[config.mk]
export PLATFORM = sky130hd
export DESIGN_NAME = sab_div
export DESIGN_NICKNAME = d
export VERILOG_FILES = /design/src/sv/sab_pkg.sv /design/src/sv/sab_div.sv
export SDC_FILE = /design/constraint.sdc
export NUM_CORES = 2
export LEC_CHECK = 0
export BUFFER_PORTS_ARGS = -buffer_cell sky130_fd_sc_hd__buf_2
export CORE_MARGIN = 4
export CORE_UTILIZATION = 33
export CTS_BUF_LIST = sky130_fd_sc_hd__clkbuf_4
export CTS_CLUSTER_DIAMETER = 30
export DETAILED_ROUTE_END_ITERATION = 10
export HOLD_SLACK_MARGIN = 0.03
export PLACE_DENSITY = 0.47
export SYNTH_ARGS = -nofsm -noshare
export SYNTH_HDL_FRONTEND = slang
export SYNTH_SLANG_ARGS = --single-unit
[constraint.sdc]
create_clock -name clk -period 6.92 [get_ports clk]
set_clock_uncertainty 0.15 [all_clocks]
set_input_delay 1.384 -clock clk [delete_from_list [all_inputs] [get_ports clk]]
set_output_delay 1.384 -clock clk [all_outputs]
set_load 0.03 [all_outputs]
[src/sv/sab_pkg.sv]
// ----------------------------------------------------------------------------
// sab_pkg: shared types and constants
// Stage counts and sideband structs for the sphere/box penetration pipeline.
// ----------------------------------------------------------------------------
package sab_pkg;

	localparam int SQRT_STAGES = 32;   // one root bit per stage
	localparam int DIV_STAGES  = 31;   // one quotient bit per stage

	// geometry sideband carried alongside the square root
	typedef struct packed {
		logic [2:0]       neg;
		logic [2:0][30:0] mag;
		logic [30:0]      radius;
		logic             hit;
		logic             zero;
	} geo_t;

	// sideband carried alongside the dividers
	typedef struct packed {
		logic [2:0] neg;
		logic       hit;
		logic       push;
	} post_t;

endpackage

[src/sv/sab_div.sv]
// ----------------------------------------------------------------------------
// sab_div: pipelined restoring divider
// 62-bit numerator by 32-bit divisor, quotient known to fit in 31 bits.
// ----------------------------------------------------------------------------
module sab_div (
	input  logic        clk,
	input  logic        en,
	input  logic [61:0] num,
	input  logic [31:0] den,
	output logic [30:0] quo
);
	import sab_pkg::*;

	logic [31:0] rem_s [DIV_STAGES];
	logic [30:0] low_s [DIV_STAGES];
	logic [31:0] den_s [DIV_STAGES];
	logic [30:0] quo_s [DIV_STAGES];

	for (genvar i = 0; i < DIV_STAGES; i++) begin : g_stage
		logic [31:0] rem_in;
		logic [30:0] low_in;
		logic [31:0] den_in;
		logic [30:0] quo_in;
		logic [32:0] cand;
		logic        take;

		if (i == 0) begin : g_first
			// upper numerator bits are already below the divisor
			assign rem_in = {1'b0, num[61:31]};
			assign low_in = num[30:0];
			assign den_in = den;
			assign quo_in = '0;
		end else begin : g_next
			assign rem_in = rem_s[i-1];
			assign low_in = low_s[i-1];
			assign den_in = den_s[i-1];
			assign quo_in = quo_s[i-1];
		end

		assign cand = {rem_in, low_in[30]};
		assign take = cand >= {1'b0, den_in};

		always_ff @(posedge clk) begin
			if (en) begin
				rem_s[i] <= take ? 32'(cand - {1'b0, den_in}) : cand[31:0];
				low_s[i] <= {low_in[29:0], 1'b0};
				den_s[i] <= den_in;
				quo_s[i] <= {quo_in[29:0], take};
			end
		end
	end

	assign quo = quo_s[DIV_STAGES-1];

endmodule

==> results.yml <==
status:
  status: "finished, final reports clean"
final_layout:
  drive_gt1_frac: 0.153
  syn_to_final_growth_pct: 13.3
  final_common_cell: "edfxtp_1"
  post-route-util: 0.375
  nNetsFinal: 14300
  fin_area_um2: 170000
  fin_cells: 19900
  final_cell_mix: "edfxtp_1, inv_1, clkbuf_4, ha_1, a21oi_1"
grt:
  grt_max_degree: 174
  antenna_found_initial: 11
  grt_usage: 0.153
  grt_pass1_wl_um: 562000
  grt_pass1_vias: 96900
  grt_overflow_total: 0
drt:
  drt-vias-per-instance: 4.84
  drt-total-wl_um: 364000
  via_count: 96200
  drt_iter0_drc: 5656
  wire_per_inst_um: 18.3
  first_pass_iters: 6
  drc_errors: 0
  detail-route-antenna-nets: 0
worst_setup_path:
  end_kind: "flip-flop"
  worst-path-max-fanout: 16
  cp.required_ns: 8.04
  crit_type: "reg2reg"
  cp-start-kind: "flip-flop"
  cp_data_arrival_time_ns: 6.22
timing:
  fmax_ghz: 0.196
  setup_violations: 0
  hold_slack_ns: 0.151
  period_share: 0.736
  worst_pin_slew_ns: 1.15
  fin_crit_ns: 5.10
  final_max_slew_viol_count: 0
  rsz0062_at_grt: "false"
  finalSetupTns_ns: 0
  final_hold_viol_count: 0
  maxSlewHeadroom: 0.227
synth:
  synthAdderAreaFrac: 0.0868
  muxShareOfSynthArea: 0.0408
  synthXorXnorAreaFrac: 0.0477
  syn_inst: 12300
  ys_seq_area_frac: 0.577
  synth.avg_cell_area_um2: 12.2
  ys_async_sr_fraction: 0
  syn_nets: 13400
  yosys_warnings: 0
  synth_top_family_by_area: "compound AO/OA/AOI/OAI gates"
  synth.ff_latch_count: 2881
  yosys_most_used_dff: "edfxtp_1"
  netlist-cell-type-count: 96
  synth_compound_area_frac: 0.130
  synth_edf_count: 2881
  syn-cell-area_um2: 150000
  yosys.area_share.simple: 0.0774
power_and_ir_drop:
  vdd_ir_drop_max_v: 0.000225
  power_density_nw_per_um2: 460
  power.leakage_uw: 0.0690
job:
  maxCapViolCount: 0
placed_design:
  port_buffers: 126
  placedCellCount: 18200
  placed_cell_area_um2: 158000
  dpl.hpwl_um: 270000
  place.gp.congestion: 0.859
die:
  die-width_um: 682
  start_util: 0.331
  core.rowCount: 247
  core_um2: 452000
  dieHeight_um: 682
  dieArea_um2: 465000
  io_pins: 127
clock_tree:
  h-tree-depth: 6
  postCtsSetupBuffers: 0
  path_clk_slew_ns: 0.06
  cts_tree: "built"
  clock-sinks: 2881
  cts-root-buf: "clkbuf_4"
  cts_buffers: 865
  cts_max_path_buffers: 4
  insertion_delay_ns: 1.56
worst_hold_path:
  min_path_type: "reg2reg"
-- critical path, cell delays in order (launching register included) --
cell and delay (ns):
edfxtp_1 0.44, inv_1 0.08, ha_1 0.23, a21oi_1 0.32, o221a_2 0.30, o32ai_1 0.11
o31ai_1 0.42, nand2b_1 0.17, a221o_1 0.39, a31o_1 0.29, a211o_1 0.32, a311oi_4 0.86
buf_4 0.37, mux2_1 0.36
-- per-layer routing --
metal  part of all wire  track usage  vias up
met5           0.000047            0        -
met4              0.028       0.0513        2
met3              0.037       0.0239      658
met2               0.49        0.265     1813
met1               0.44        0.194    45800
li1                   -            -    47900
-- stage by stage --
stage	total power [uW]	worst slack [ns]
2_1_floorplan	52900	2.32
3_3_place_gp	62600	1.65
3_5_place_dp	62400	1.70
4_1_cts	79400	1.82
5_1_grt	84600	1.60
6_report	78200	1.82
-- worst paths after layout --
path                       from            end  slack, ns  cells past startpoint
setup / recovery  den_s[0][417]  rem_s[0][453]       1.82                     13
hold / removal    low_s[0][248]  low_s[0][279]       0.15                      0
setup reg to reg  den_s[0][417]  rem_s[0][453]       1.82                     13
hold reg to reg   low_s[0][248]  low_s[0][279]       0.15                      0
-- what timing repair did --
action	in CTS	in global routing
hold buffers	95	0
hold endpoints to repair	122	0
gates resized for setup	0	0
-- state kept, by name, indices dropped and copies added, names as in the netlist --
signal  count
den_s     960
rem_s     960
quo_s     496
low_s     465
-- kinds of logic after synthesis --
group                    Yosys count
flip-flops                      2881
buffers and inverters           1555
adder cells (fa/ha/maj)         1022
multiplexers                     548
AO/OA/AOI/OAI                   3090
XOR/XNOR                         816
AND/OR/NAND/NOR                 2413
-- power by group --
| group | internal [uW] | leakage, uW | total, uW | switching, uW |
|---|---|---|---|---|
| combinational | 14900 | 0.0343 | 34000 | 19100 |
| sequential | 25300 | 0.0282 | 28100 | 2800 |
| clock | 8500 | 0.00654 | 16100 | 7580 |
-- final cells by class --
cell class | instances | area, um^2
diodes | 20 | 50.0
clock buffers | 1174 | 8810
clock inverters | 364 | 2170
fillers | 44600 | 283000
inverters | 1269 | 4760
multi-input cells | 7889 | 57600
flip-flops and latches | 2881 | 86500
well taps | 5976 | 7480
repair buffers | 310 | 2480
-- Yosys cell counts, types with 12 or more instances --
cell type / n / area, um^2
a211o_1: 30 / 263
a211oi_1: 64 / 480
a21boi_0: 42 / 315
a21o_1: 578 / 4340
a21oi_1: 911 / 4560
a221oi_1: 22 / 193
a311oi_1: 12 / 105
a31o_2: 19 / 166
a31oi_1: 109 / 682
a41oi_1: 21 / 184
and2_1: 45 / 282
and3_1: 108 / 676
and4_1: 23 / 201
buf_2: 23 / 115
clkbuf_1: 237 / 890
edfxtp_1: 2881 / 86500
fa_1: 30 / 601
ha_1: 992 / 12400
inv_1: 1269 / 4760
mux2_1: 52 / 586
mux2_2: 449 / 5060
mux2i_1: 47 / 470
nand2_1: 747 / 2800
nand2b_1: 123 / 769
nand3_1: 204 / 1020
nand3b_1: 12 / 90.1
nand4_1: 150 / 938
nor2_1: 569 / 2140
nor2b_1: 147 / 920
nor3_1: 116 / 581
nor3b_1: 14 / 105
nor4_1: 41 / 257
o2111ai_1: 27 / 236
o211ai_1: 45 / 338
o21a_1: 135 / 1010
o21ai_0: 710 / 3550
o21ai_1: 16 / 80.1
o21bai_1: 111 / 833
o22ai_1: 15 / 93.8
o31a_1: 20 / 175
o31ai_1: 65 / 488
or2_2: 34 / 213
or3_1: 37 / 231
xnor2_1: 506 / 4430
xor2_1: 310 / 2720
(Power assumes the default switching activity.)
